--- src/hdl/tssca_pkg.sv ---
// Package with shared types, constants and codes for the sample cache allocator.
package tssca_pkg;

  localparam int MaxEntries = 32;
  localparam int AddrBits = 20;
  localparam int EntryIdxBits = $clog2(MaxEntries);
  localparam int CountBits = $clog2(MaxEntries + 1);
  localparam int SizeBits = 21;
  localparam logic [SizeBits-1:0] PoolLimit = 21'd1048576;
  localparam int QueueDepth = 2;

  typedef enum logic [2:0] {
    CMD_CLEAR = 3'd0,
    CMD_ALLOC_TEMP = 3'd1,
    CMD_ALLOC_PERSIST = 3'd2,
    CMD_ALLOC_PERSIST_ELSE_TEMP = 3'd3,
    CMD_GET_TEMP = 3'd4,
    CMD_GET_PERSIST = 3'd5,
    CMD_GET_PERSIST_ELSE_TEMP = 3'd6,
    CMD_UNUSED = 3'd7
  } command_t;

  typedef enum logic [2:0] {
    OC_OK = 3'd0,
    OC_NOT_FOUND = 3'd1,
    OC_NO_SPACE = 3'd2,
    OC_BOTH_LOADING = 3'd3,
    OC_TABLE_FULL = 3'd4
  } outcome_t;

  localparam logic [1:0] ST_NOT_LOADED = 2'd0;
  localparam logic [1:0] ST_LOADING = 2'd1;
  localparam logic [1:0] ST_DISCARDABLE = 2'd3;

  localparam logic [1:0] REG_TEMP_POOL = 2'd0;
  localparam logic [1:0] REG_PERSIST_POOL = 2'd1;
  localparam logic [1:0] REG_KIND_IS_BANK = 2'd2;

  typedef struct packed {
    logic [2:0] command;
    logic [7:0] asset_id;
    logic [20:0] size_bytes;
    logic [7:0] unit_count;
    logic [1:0] low_side_status;
    logic [1:0] high_side_status;
  } in_item_t;

  typedef struct packed {
    logic [2:0] outcome;
    logic [19:0] offset;
    logic from_persistent;
    logic victim_valid;
    logic [7:0] victim_id;
    logic victim_discard;
    logic overlap_valid;
    logic [7:0] overlap_id;
  } out_item_t;

  // Classified request handed from the front part to the back part.
  typedef struct packed {
    in_item_t item;
    logic [29:0] need;
  } work_t;

  typedef enum logic [2:0] {
    S_IDLE,
    S_MUL,
    S_DECIDE,
    S_SCAN,
    S_TEMP,
    S_DONE
  } back_state_t;

endpackage

--- src/hdl/tssca_front.sv ---
// Front part: accepts request beats, computes the aligned persistent size and queues them.
module tssca_front (
  input  logic clk,
  input  logic rst,
  input  logic valid,
  output logic ready,
  input  tssca_pkg::in_item_t in_item,
  output logic work_valid,
  input  logic work_ready,
  output tssca_pkg::work_t work
);
  import tssca_pkg::*;

  localparam int PtrBits = $clog2(QueueDepth);

  work_t queue [QueueDepth];
  logic [PtrBits-1:0] wr_ptr;
  logic [PtrBits-1:0] rd_ptr;
  logic [PtrBits:0] fill;
  in_item_t staged;
  logic staged_valid;
  logic [28:0] product;
  work_t entry;
  logic push;
  logic pop;
  logic take;

  assign ready = !staged_valid;
  assign take = valid && ready;
  assign push = staged_valid && (fill != (PtrBits + 1)'(QueueDepth));
  assign pop = work_valid && work_ready;
  assign work_valid = fill != '0;
  assign work = queue[rd_ptr];

  always_comb begin
    product = 29'(staged.size_bytes) * 29'(staged.unit_count);
    entry.item = staged;
    entry.need = (30'(product) + 30'hF) & ~30'hF;
  end

  always_ff @(posedge clk) begin
    if (take) begin
      staged <= in_item;
    end
    if (push) begin
      queue[wr_ptr] <= entry;
    end
  end

  always_ff @(posedge clk) begin
    if (rst) begin
      staged_valid <= 1'b0;
      wr_ptr <= '0;
      rd_ptr <= '0;
      fill <= '0;
    end else begin
      if (take) begin
        staged_valid <= 1'b1;
      end else if (push) begin
        staged_valid <= 1'b0;
      end
      if (push) begin
        wr_ptr <= wr_ptr + 1'b1;
      end
      if (pop) begin
        rd_ptr <= rd_ptr + 1'b1;
      end
      fill <= fill + (PtrBits + 1)'(push) - (PtrBits + 1)'(pop);
    end
  end

endmodule

--- src/hdl/tssca_back.sv ---
// Back part: carries out clears, allocations and lookups against the pool state.
module tssca_back (
  input  logic clk,
  input  logic rst,
  input  logic work_valid,
  output logic work_ready,
  input  tssca_pkg::work_t work,
  input  logic [20:0] temp_pool_bytes,
  input  logic [20:0] persist_pool_bytes,
  input  logic kind_is_bank,
  output logic result_valid,
  input  logic result_ready,
  output tssca_pkg::out_item_t result
);
  import tssca_pkg::*;

  back_state_t state;
  back_state_t state_next;
  work_t cur;
  logic [EntryIdxBits-1:0] scan_idx;
  logic [EntryIdxBits-1:0] rd_addr;

  logic side_valid [2];
  logic [7:0] side_id [2];
  logic [20:0] side_offset [2];
  logic [20:0] temp_cursor;
  logic next_side;
  logic [7:0] persist_id [MaxEntries];
  logic [20:0] persist_offset [MaxEntries];
  logic [20:0] persist_cursor;
  logic [CountBits-1:0] persist_count;
  logic [7:0] rd_id;
  logic [20:0] rd_offset;
  logic persist_we;

  logic [1:0] s0;
  logic [1:0] s1;
  logic side;
  logic other;
  logic both_loading;
  logic oversize;
  logic [20:0] new_high;
  logic [20:0] new_cursor;
  logic overlap;
  logic full;
  logic fits;
  logic [30:0] persist_end;
  logic hit0;
  logic hit1;
  logic scan_live;
  logic persist_hit;
  command_t cmd;

  assign cmd = command_t'(cur.item.command);
  assign result_valid = state == S_DONE;
  assign work_ready = state == S_IDLE;
  assign rd_addr = (state == S_SCAN) ? scan_idx + 1'b1 : scan_idx;
  assign persist_we = !rst && state == S_DECIDE && !full && fits
                      && (cmd == CMD_ALLOC_PERSIST || cmd == CMD_ALLOC_PERSIST_ELSE_TEMP);

  always_comb begin
    s0 = side_valid[0] ? cur.item.low_side_status : ST_NOT_LOADED;
    s1 = side_valid[1] ? cur.item.high_side_status : ST_NOT_LOADED;
    both_loading = 1'b0;
    if (s0 == ST_NOT_LOADED) begin
      side = 1'b0;
    end else if (s1 == ST_NOT_LOADED) begin
      side = 1'b1;
    end else if (s0 == ST_DISCARDABLE && s1 == ST_DISCARDABLE) begin
      side = next_side;
    end else if (s0 == ST_DISCARDABLE) begin
      side = 1'b0;
    end else if (s1 == ST_DISCARDABLE) begin
      side = 1'b1;
    end else if (s0 != ST_LOADING) begin
      side = 1'b0;
    end else if (s1 != ST_LOADING) begin
      side = 1'b1;
    end else begin
      side = 1'b0;
      both_loading = 1'b1;
    end
    other = !side;
    if (!side) begin
      oversize = cur.item.size_bytes > temp_pool_bytes;
    end else begin
      oversize = (22'(cur.item.size_bytes) + 22'd16) > 22'(temp_pool_bytes);
    end
    new_high = temp_pool_bytes - cur.item.size_bytes - 21'd16;
    new_cursor = side ? temp_cursor : cur.item.size_bytes;
    overlap = (side ? new_high : side_offset[1]) < new_cursor;
    full = persist_count >= CountBits'(MaxEntries);
    persist_end = 31'(persist_cursor) + 31'(cur.need);
    fits = persist_end <= 31'(persist_pool_bytes);
    hit0 = side_valid[0] && side_id[0] == cur.item.asset_id;
    hit1 = side_valid[1] && side_id[1] == cur.item.asset_id;
    scan_live = CountBits'(scan_idx) < persist_count;
    persist_hit = scan_live && rd_id == cur.item.asset_id;
  end

  always_comb begin
    state_next = state;
    case (state)
      S_IDLE: if (work_valid) state_next = S_MUL;
      S_MUL: state_next = S_DECIDE;
      S_DECIDE: begin
        case (cmd)
          CMD_ALLOC_PERSIST_ELSE_TEMP:
            state_next = (!full && fits) ? S_DONE : S_TEMP;
          CMD_ALLOC_TEMP, CMD_GET_TEMP: state_next = S_TEMP;
          CMD_GET_PERSIST, CMD_GET_PERSIST_ELSE_TEMP: state_next = S_SCAN;
          default: state_next = S_DONE;
        endcase
      end
      S_SCAN: begin
        if (persist_hit) begin
          state_next = S_DONE;
        end else if (!scan_live || scan_idx == EntryIdxBits'(MaxEntries - 1)) begin
          state_next = (cmd == CMD_GET_PERSIST_ELSE_TEMP) ? S_TEMP : S_DONE;
        end
      end
      S_TEMP: state_next = S_DONE;
      S_DONE: if (result_ready) state_next = S_IDLE;
      default: state_next = S_IDLE;
    endcase
  end

  always_ff @(posedge clk) begin
    if (persist_we) begin
      persist_id[persist_count[EntryIdxBits-1:0]] <= cur.item.asset_id;
      persist_offset[persist_count[EntryIdxBits-1:0]] <= persist_cursor;
    end
    rd_id <= persist_id[rd_addr];
    rd_offset <= persist_offset[rd_addr];
  end

  always_ff @(posedge clk) begin
    if (rst) begin
      state <= S_IDLE;
    end else begin
      state <= state_next;
    end
  end

  always_ff @(posedge clk) begin
    if (rst) begin
      side_valid[0] <= 1'b0;
      side_valid[1] <= 1'b0;
      side_id[0] <= '0;
      side_id[1] <= '0;
      side_offset[0] <= '0;
      side_offset[1] <= '0;
      temp_cursor <= '0;
      next_side <= 1'b0;
      persist_cursor <= '0;
      persist_count <= '0;
      scan_idx <= '0;
    end else begin
      if (state == S_IDLE && work_valid) begin
        cur <= work;
        result <= '0;
        scan_idx <= '0;
      end
      if (state == S_DECIDE) begin
        case (cmd)
          CMD_CLEAR: begin
            temp_cursor <= '0;
            next_side <= 1'b0;
            side_valid[0] <= 1'b0;
            side_valid[1] <= 1'b0;
            side_id[0] <= '0;
            side_id[1] <= '0;
            side_offset[0] <= '0;
            side_offset[1] <= temp_pool_bytes;
            persist_cursor <= '0;
            persist_count <= '0;
          end
          CMD_ALLOC_PERSIST, CMD_ALLOC_PERSIST_ELSE_TEMP: begin
            if (!full && fits) begin
              persist_count <= persist_count + 1'b1;
              persist_cursor <= persist_end[20:0];
              result.offset <= persist_cursor[19:0];
              result.from_persistent <= 1'b1;
            end else if (cmd == CMD_ALLOC_PERSIST) begin
              result.outcome <= full ? OC_TABLE_FULL : OC_NO_SPACE;
            end
          end
          CMD_ALLOC_TEMP, CMD_GET_TEMP, CMD_GET_PERSIST, CMD_GET_PERSIST_ELSE_TEMP: ;
          default: result.outcome <= OC_NOT_FOUND;
        endcase
      end
      if (state == S_SCAN) begin
        if (persist_hit) begin
          result.offset <= rd_offset[19:0];
          result.from_persistent <= 1'b1;
        end else begin
          scan_idx <= scan_idx + 1'b1;
          if ((!scan_live || scan_idx == EntryIdxBits'(MaxEntries - 1))
              && cmd == CMD_GET_PERSIST) begin
            result.outcome <= OC_NOT_FOUND;
          end
        end
      end
      if (state == S_TEMP) begin
        if (cmd == CMD_GET_TEMP || cmd == CMD_GET_PERSIST_ELSE_TEMP) begin
          if (hit0) begin
            next_side <= 1'b1;
            result.offset <= side_offset[0][19:0];
          end else if (hit1) begin
            next_side <= 1'b0;
            result.offset <= side_offset[1][19:0];
          end else begin
            result.outcome <= OC_NOT_FOUND;
          end
        end else if (both_loading) begin
          result.outcome <= OC_BOTH_LOADING;
        end else if (oversize) begin
          result.outcome <= OC_NO_SPACE;
        end else begin
          result.victim_valid <= side_valid[side];
          result.victim_id <= side_valid[side] ? side_id[side] : 8'd0;
          result.victim_discard <= side_valid[side] & kind_is_bank;
          side_valid[side] <= 1'b1;
          side_id[side] <= cur.item.asset_id;
          next_side <= other;
          if (!side) begin
            side_offset[0] <= '0;
            result.offset <= '0;
          end
          if (overlap) begin
            result.overlap_valid <= side_valid[other];
            result.overlap_id <= side_valid[other] ? side_id[other] : 8'd0;
            side_valid[other] <= 1'b0;
            side_id[other] <= '0;
            if (!side) begin
              side_offset[1] <= temp_pool_bytes;
              temp_cursor <= cur.item.size_bytes;
            end else begin
              side_offset[1] <= new_high;
              temp_cursor <= '0;
              result.offset <= new_high[19:0];
            end
          end else begin
            if (!side) begin
              temp_cursor <= cur.item.size_bytes;
            end else begin
              side_offset[1] <= new_high;
              result.offset <= new_high[19:0];
            end
          end
        end
      end
    end
  end

endmodule

--- src/hdl/two_sided_sample_cache_allocator.sv ---
// Top level of the two-sided sample cache allocator.
// Each request beat yields one result beat. A result is offered once its request has
// passed the multiply and decide steps, and the temporary pool step when it goes
// through that pool; a persistent lookup walks the entry table one entry per cycle
// through a registered memory read. The front part holds one staged beat and a
// two-entry queue, so requests are taken while the back part works.
module two_sided_sample_cache_allocator (
  input  logic clk,
  input  logic rst,
  input  logic in_valid,
  output logic in_ready,
  input  tssca_pkg::in_item_t in_data,
  output logic out_valid,
  input  logic out_ready,
  output tssca_pkg::out_item_t out_data,
  input  logic cfg_we,
  input  logic [1:0] cfg_index,
  input  logic [20:0] cfg_data
);
  import tssca_pkg::*;

  logic [20:0] temp_pool_bytes;
  logic [20:0] persist_pool_bytes;
  logic kind_is_bank;
  logic [20:0] cfg_sat;
  logic work_valid;
  logic work_ready;
  work_t work;

  assign cfg_sat = (cfg_data > PoolLimit) ? PoolLimit : cfg_data;

  always_ff @(posedge clk) begin
    if (rst) begin
      temp_pool_bytes <= '0;
      persist_pool_bytes <= '0;
      kind_is_bank <= 1'b0;
    end else if (cfg_we) begin
      case (cfg_index)
        REG_TEMP_POOL: temp_pool_bytes <= cfg_sat;
        REG_PERSIST_POOL: persist_pool_bytes <= cfg_sat;
        REG_KIND_IS_BANK: kind_is_bank <= cfg_data[0];
        default: ;
      endcase
    end
  end

  tssca_front u_front (
    .clk(clk),
    .rst(rst),
    .valid(in_valid),
    .ready(in_ready),
    .in_item(in_data),
    .work_valid(work_valid),
    .work_ready(work_ready),
    .work(work)
  );

  tssca_back u_back (
    .clk(clk),
    .rst(rst),
    .work_valid(work_valid),
    .work_ready(work_ready),
    .work(work),
    .temp_pool_bytes(temp_pool_bytes),
    .persist_pool_bytes(persist_pool_bytes),
    .kind_is_bank(kind_is_bank),
    .result_valid(out_valid),
    .result_ready(out_ready),
    .result(out_data)
  );

  a_cfg_limit: assert property (@(posedge clk) disable iff (rst)
    temp_pool_bytes <= PoolLimit && persist_pool_bytes <= PoolLimit)
    else $error("pool size above limit");

  a_out_hold: assert property (@(posedge clk) disable iff (rst)
    out_valid && !out_ready |=> out_valid && $stable(out_data))
    else $error("result beat changed while stalled");

  a_ok_clean: assert property (@(posedge clk) disable iff (rst)
    out_valid && out_data.outcome != OC_OK |->
      out_data.offset == '0 && !out_data.victim_valid && !out_data.overlap_valid)
    else $error("failed result carries data");

endmodule

--- config.mk ---
export PLATFORM = sky130hd
export DESIGN_NAME = two_sided_sample_cache_allocator
export DESIGN_NICKNAME = d
export VERILOG_FILES = /design/src/hdl/tssca_pkg.sv /design/src/hdl/tssca_front.sv /design/src/hdl/tssca_back.sv /design/src/hdl/two_sided_sample_cache_allocator.sv
export SDC_FILE = /design/constraint.sdc
export NUM_CORES = 2
export LEC_CHECK = 0
export BUFFER_PORTS_ARGS = -buffer_cell sky130_fd_sc_hd__clkbuf_2
export CORE_ASPECT_RATIO = 0.9
export CORE_MARGIN = 5
export CORE_UTILIZATION = 55
export DETAILED_ROUTE_END_ITERATION = 6
export HOLD_SLACK_MARGIN = 0.12
export PLACE_DENSITY = 0.69
export SYNTH_ARGS = -nofsm -noshare
export SYNTH_HDL_FRONTEND = slang
export SYNTH_SLANG_ARGS = --single-unit
export TNS_END_PERCENT = 5
--- constraint.sdc ---
create_clock -name clk -period 9.6 [get_ports clk]
set_clock_uncertainty 0.15 [all_clocks]
set_input_delay 1.92 -clock clk [delete_from_list [all_inputs] [get_ports clk]]
set_output_delay 1.92 -clock clk [all_outputs]
set_load 0.005 [all_outputs]
Yosys cells after proc, flatten, opt, wreduce, memory -nomap -nowiden
Memories as Yosys holds them, arrays and structs flattened. A register that Yosys moved wholly into a read port is not among the register bits.
Cells that the tools add are included.

storage, ports and cells
  word-level logic and storage cells = 293
  memories kept = 6
  bits in registers = 222
  output and inout bits = 45
  input bits = 72
  RAM bits = 1128

cells by class
  $lt $le $gt $ge = 7
  bitwise operators = 12
  reduce and logical (&&, ||, !) cells = 43
  add/subtract/negate cells = 11
  equal/unequal tests = 26
  multiplexer cells = 159
  $mul = 1

memory list
  memory                 depth  width  read ports  clocked after Yosys merged registers in  wr ports  line               text
  u_back.persist_offset  32     21     1           1                                        1         tssca_back.sv:29   logic [20:0] persist_offset [MaxEntries];
  u_back.persist_id      32     8      1           1                                        1         tssca_back.sv:28   logic [7:0] persist_id [MaxEntries];
  u_front.queue          2      70     1           1                                        1         tssca_front.sv:16  work_t queue [QueueDepth];
  u_back.side_offset     2      21     2           0                                        2         tssca_back.sv:25   logic [20:0] side_offset [2];
  u_back.side_id         2      8      4           0                                        2         tssca_back.sv:24   logic [7:0] side_id [2];
  u_back.side_valid      2      1      4           0                                        2         tssca_back.sv:23   logic side_valid [2];

operators with widths
  kind                     count
  $mux W21                 22
  $mux W20                 5
  $mux W1                  91
  $mux W19                 4
  $mux W24                 2
  $mux W8                  6
  $mux W23                 2
  $mux W43                 1
  $pmux W21 S2             1
  $mux W3                  13
  $add A21 B30 Y31         1
  $le A31 B21 Y1           1
  $add A29 B4 Y30 const B  1
  $mul A21 B8 Y29          1
  $eq A8 B8 Y1             3
  $add A21 B5 Y22 const B  1
  $gt A22 B21 Y1           1
  $gt A21 B21 Y1           1
  $gt A21 B21 Y1 const B   1
  $lt A21 B21 Y1           1
  $sub A21 B21 Y21         1
  $sub A21 B5 Y21 const B  1
  $mux W5                  4
  $pmux W3 S6              1
  other kinds (37)         93

Logic depth before layout (Yosys ltp)
An unclocked memory read counts as a cell.

  word-level depth = 22
  mapped depth = 24
  depth with buffers taken out = 23

Cells and area by module
From an unflattened synthesis, not the netlist that was laid out.

second synthesis, totals
  cells, all modules = 4020
  area, all modules = 63268.2 um^2

by module, submodules not included
  module                            sequential area each (um^2)  cells an instance  area each (um^2)  times used
  tssca_back                        32871.5                      2870               48987.0           1
  tssca_front                       5645.4                       982                12436.9           1
  two_sided_sample_cache_allocator  860.8                        168                1844.3            1

Worst setup path before layout
OpenSTA, ideal clock, no wires.

  path type = flip-flop to flip-flop
  from = register u_back.persist_cursor[4]
  to = memory u_back.persist_id[20][0], enable pin
  data required time = 8.976 ns
  path buffers = 1
  cell stages (with the launch flop) = 23
  arrival time = 6.815 ns
  clock period less this slack = 7.439 ns
  setup slack = 2.161 ns
  library setup time = 0.474 ns
  cell sequence = dfxtp_1 ha_1 inv_1 fa_1 nor2b_1 o31a_1 o31ai_4 nand2_1 a21o_1 a21oi_1 xnor2_1 ha_1 nand4_1 nor3_1 and3_1 a31oi_1 nor4_1 o2111a_1 nand4_2 nor3_4 buf_6 nor2_4 nor4b_1

between the ends
  word-level cells in the longest chain between the ends = 6

ends and longest elaborated chain
  element                        line               text
  start: declaration             tssca_back.sv:30   logic [20:0] persist_cursor;
  start signal: assignment       tssca_back.sv:181  persist_cursor <= persist_end[20:0];
  $add A21 B30 Y31               tssca_back.sv:93   persist_end = 31'(persist_cursor) + 31'(cur.need);
  $le A31 B21 Y1                 tssca_back.sv:94   fits = persist_end <= 31'(persist_pool_bytes);
  $logic_and A1 B1 Y1            tssca_back.sv:58   assign persist_we = !rst && state == S_DECIDE && !full && fits
  $logic_and A1 B1 Y1            tssca_back.sv:59   && (cmd == CMD_ALLOC_PERSIST || cmd == CMD_ALLOC_PERSIST_ELSE_TEMP);
  $mux W1                        tssca_back.sv:129  if (persist_we) begin
  $mux W1 (implied by the code)  tssca_back.sv:130  persist_id[persist_count[EntryIdxBits-1:0]] <= cur.item.asset_id;
  end: declaration               tssca_back.sv:28

Every way passes these cells.

Final worst setup path
  from = register u_back.persist_cursor[4]
  to = memory u_back.persist_id[19][6], enable pin

The elaborated chain is that of the path after synthesis.

==> reports/qor.json <==
{
  "initial_utilization_pct": 55.3,
  "synth_cell_types": 78,
  "cts-resized-gates": 0,
  "cts_setup_buffers": 0,
  "clk_path_buf_depth": 3,
  "max_cap_violations": 0,
  "cts_tree": "done",
  "critical-path-max-stage-delay_ns": 1.12,
  "timing.slew.headroom_pct": 16.9,
  "drt-initial-drc-count": 3403,
  "numCtsBuffers": 117,
  "maximum_operating_frequency_mhz": 145,
  "worst-r2r-cell-count": 22,
  "synth_seq_area_share_pct": 61.7,
  "remaining_drc_errors": 0,
  "power_density_nw_per_um2": 234,
  "netlist.top_cell.by_area": "edfxtp_1",
  "num_io_pins": 117,
  "timing.critical_path.to_type": "flip-flop",
  "drt-vias-per-instance": 6.05,
  "hold_path_end": "u_front.queue[1][29]$_DFFE_PP_",
  "synth.top_cells.by_count": "1062 x edfxtp_1, 280 x inv_1, 276 x nand2_1",
  "areaGrowthSynthToFinish_pct": 11.6,
  "netlist_instances": 3686,
  "hold_ws_ns": 0.255,
  "rsz0062_at_grt": "no",
  "critical_path.max_fanout": 35,
  "synth-async-reset-ratio_pct": 0,
  "dr.pass1.iters": 7,
  "floorplan.die.height_um": 314,
  "arrival_ns": 7.11,
  "clk-insertion-delay-late_ns": 0.75,
  "cts.clk_slew.worst_paths_ns": 0.06,
  "timing.final.crit_share_pct": 71.7,
  "r2r-start": "u_back.persist_cursor[4]$_SDFFE_PP0P_",
  "result_of_the_run": "finished clean",
  "chipWidth_um": 347,
  "crit_top_cell": "ha_1",
  "timing.reg2reg.setup_slack_ns": 2.72,
  "share_of_layout_cells_above_drive_strength_1_pct": 19.6,
  "yosysWarningCount": 0,
  "cts.hold.buffers_added": 0,
  "holdCritPathClass": "reg -> reg",
  "final_antenna_net_count": 0,
  "final_nets": 4244,
  "critPathRequiredTime_ns": 9.83,
  "die_area_um2": 109000,
  "routed-via-count": 32100,
  "tritoncts_num_sinks": 1205,
  "critical_path_class": "reg -> reg",
  "slew_violations": 0,
  "avgSynthCellArea_um2": 15.3,
  "grt_antenna_before_repair": 5,
  "synth_enable_flop_cells": 1062,
  "layout.filler_cells": 7482,
  "routed_wl_um": 135000,
  "cts-root-buf": "clkbuf_16",
  "power.static_leakage_uw": 0.0220,
  "synth_ff_type": "edfxtp_1",
  "input_output_buffers": 116,
  "grt_pass1_vias": 31100,
  "synth.ff_latch_count": 1205,
  "min_from": "u_front.entry[33]$_DFFE_PP_",
  "synth_top_area_share_pct": 56.6,
  "cpLargestDelayFamily": "simple AND/OR/NAND/NOR gates",
  "timing_worst_slew_pin_value_ns": 1.24,
  "coreArea_um2": 102000,
  "final-hold-violation-count": 0,
  "post-dp-hpwl_um": 87100,
  "grt_pass1_wl_um": 201000,
  "min_period_ns": 6.88,
  "tns_ns": 0,
  "critical_path.startpoint_type": "flip-flop",
  "timing.critical_path.buf_inv": 2,
  "globalRouteTotalUtil_pct": 24.6,
  "std_cell_rows": 111,
  "post_synth_instance_area_um2": 56300,
  "min_delay_path_depth": 0,
  "vdd_ir_drop_max_mv": 0.181,
  "globalRouteOverflowTotal": 0,
  "avgRoutedWirePerCell_um": 25.5,
  "yosys.cell_count.top_type": "edfxtp_1",
  "timing.critical_path.cells": "ha_1 -> inv_1 -> fa_1 -> nor2b_1 -> o31a_1 -> o31ai_4 -> nand2_1 -> a21o_1 -> a21oi_1 -> xnor2_1 -> ha_1 -> nand4_1 -> nor3_1 -> and3_1 -> a31oi_1 -> nor4_1 -> o2111a_1 -> nand4_2 -> nor3_4 -> nand3_1 -> nor2b_2 -> buf_4",
  "htreeDepth": 3,
  "grt_max_degree": 130,
  "gpl.final_weighted_congestion": 0.905,
  "crit_path_top_delay_cell": "dfxtp_1",
  "timing.final.setup_violations": 0,
  "rr_endpoint": "u_back.persist_id[19][6]$_DFFE_PP_",
  "area_contributors_post_synth": "edfxtp_1 57%, mux4_2 9.6%, dfxtp_1 5.1%",
  "synth.net_count": 4087
}
## sequential cells by signal, summed over array words and instances (netlist names), 43 cells and up
| register | count |
|---|---|
| u_back.persist_offset | 512 |
| u_back.persist_id | 256 |
| u_front.queue | 124 |
| u_back.cur | 59 |
| u_front.entry | 44 |
| u_back.result | 43 |
## cells in the final DEF, fill, tap and decap left out, drive strengths merged, types with 7 or more instances in the layout
cell,synthesis,final
nand3,89,89
dfxtp,143,143
bufinv,0,15
nand2,277,277
o211ai,19,19
o31ai,9,9
nor3b,7,7
clkinv,0,51
and2,105,105
o21a,14,14
nand3b,7,7
nand4,24,24
a21oi,134,134
nand2b,12,12
nor2b,29,29
fa,126,126
a31oi,14,14
nor4b,10,10
inv,280,283
and4,16,16
a22o,32,32
xor2,25,25
a211oi,10,10
a22oi,24,24
ha,203,203
mux2,96,96
buf,56,83
nor2,102,102
xnor2,75,75
mux4,240,240
a21o,32,32
and3,20,20
mux2i,61,61
clkbuf,105,265
edfxtp,1062,1062
o21bai,9,9
a211o,9,9
nor3,35,35
nor4,17,17
o21ai,90,90
## worst max-delay path by stage
stage	to	from	depth (start not counted)
final	u_back.persist_id[19][6]$_DFFE_PP_	u_back.persist_cursor[4]$_SDFFE_PP0P_	22
after global routing	u_back.persist_id[19][6]$_DFFE_PP_	u_back.persist_cursor[4]$_SDFFE_PP0P_	23
after CTS	u_back.persist_id[19][6]$_DFFE_PP_	u_back.persist_cursor[4]$_SDFFE_PP0P_	22
after detailed placement	u_back.persist_id[19][7]$_DFFE_PP_	u_back.persist_cursor[4]$_SDFFE_PP0P_	22
after global placement	u_back.persist_offset[19][12]$_DFFE_PP_	u_back.persist_cursor[4]$_SDFFE_PP0P_	22
after floorplan	u_back.persist_id[20][0]$_DFFE_PP_	u_back.persist_cursor[4]$_SDFFE_PP0P_	22
## power by group
part           internal (µW)  switching [µW]
logic                   1420            2010
clock network           2750            2020
registers               6260             250
total                  10400            4280
## stage by stage
stage / setup slack (ns) / cells / util (%) / cell area (µm²) / total power, µW
6_report: 2.72 / 5304 / 61.8 / 62900 / 14700
3_5_place_dp: 2.67 / 5080 / 57.8 / 58800 / 10100
3_3_place_gp: 2.87 / 5080 / 57.8 / 58800 / 10000
4_1_cts: 2.69 / 5303 / 61.8 / 62900 / 14800
5_1_grt: 2.15 / 5303 / 61.8 / 62900 / 15400
2_1_floorplan: 2.16 / 3686 / - / 56300 / 9010
## worst reg2reg max path: stages (launching register included)
cell	delay [ns]
dfxtp_1	1.12
ha_1	0.35
inv_1	0.06
fa_1	0.40
nor2b_1	0.16
o31a_1	0.23
o31ai_4	0.08
nand2_1	0.16
a21o_1	0.14
a21oi_1	0.08
xnor2_1	0.19
ha_1	0.32
nand4_1	0.14
nor3_1	0.21
and3_1	0.21
a31oi_1	0.09
nor4_1	0.22
o2111a_1	0.23
nand4_2	0.16
nor3_4	0.19
nand3_1	0.43
nor2b_2	0.85
buf_4	0.39
## cell families after synthesis
kind of cell	count (synthesis)	share of synthesized area, %
flops	1205	61.7
simple gates	772	6.91
compound gates	442	5.19
buf+inv	441	3.07
mux	397	12.6
fa+ha+maj	329	8.99
xor+xnor	100	1.55
## layout make-up
class	instances	area [µm²]	share of cell area (%)
sequential	1205	34800	55.3
multi-input combinational	2040	20100	31.9
clock buffer	149	3150	5.01
tap	1356	1700	2.70
timing repair buffer	199	1230	1.95
inverter	280	1050	1.67
clock inverter	74	920	1.46
antenna	1	2.50	0.00398
## layer usage
| layer | global-route usage (%) | up-vias | part of all wire, % |
|---|---|---|---|
| met1 | 37.2 | 16300 | 43 |
| met4 | 6.09 | 2 | 2.4 |
| met5 | 0 | - | 0.0089 |
| li1 | - | 14200 | - |
| met3 | 6.10 | 199 | 9.9 |
| met2 | 36.4 | 1371 | 45 |
Note: power is estimated with default switching activity, not from simulation.
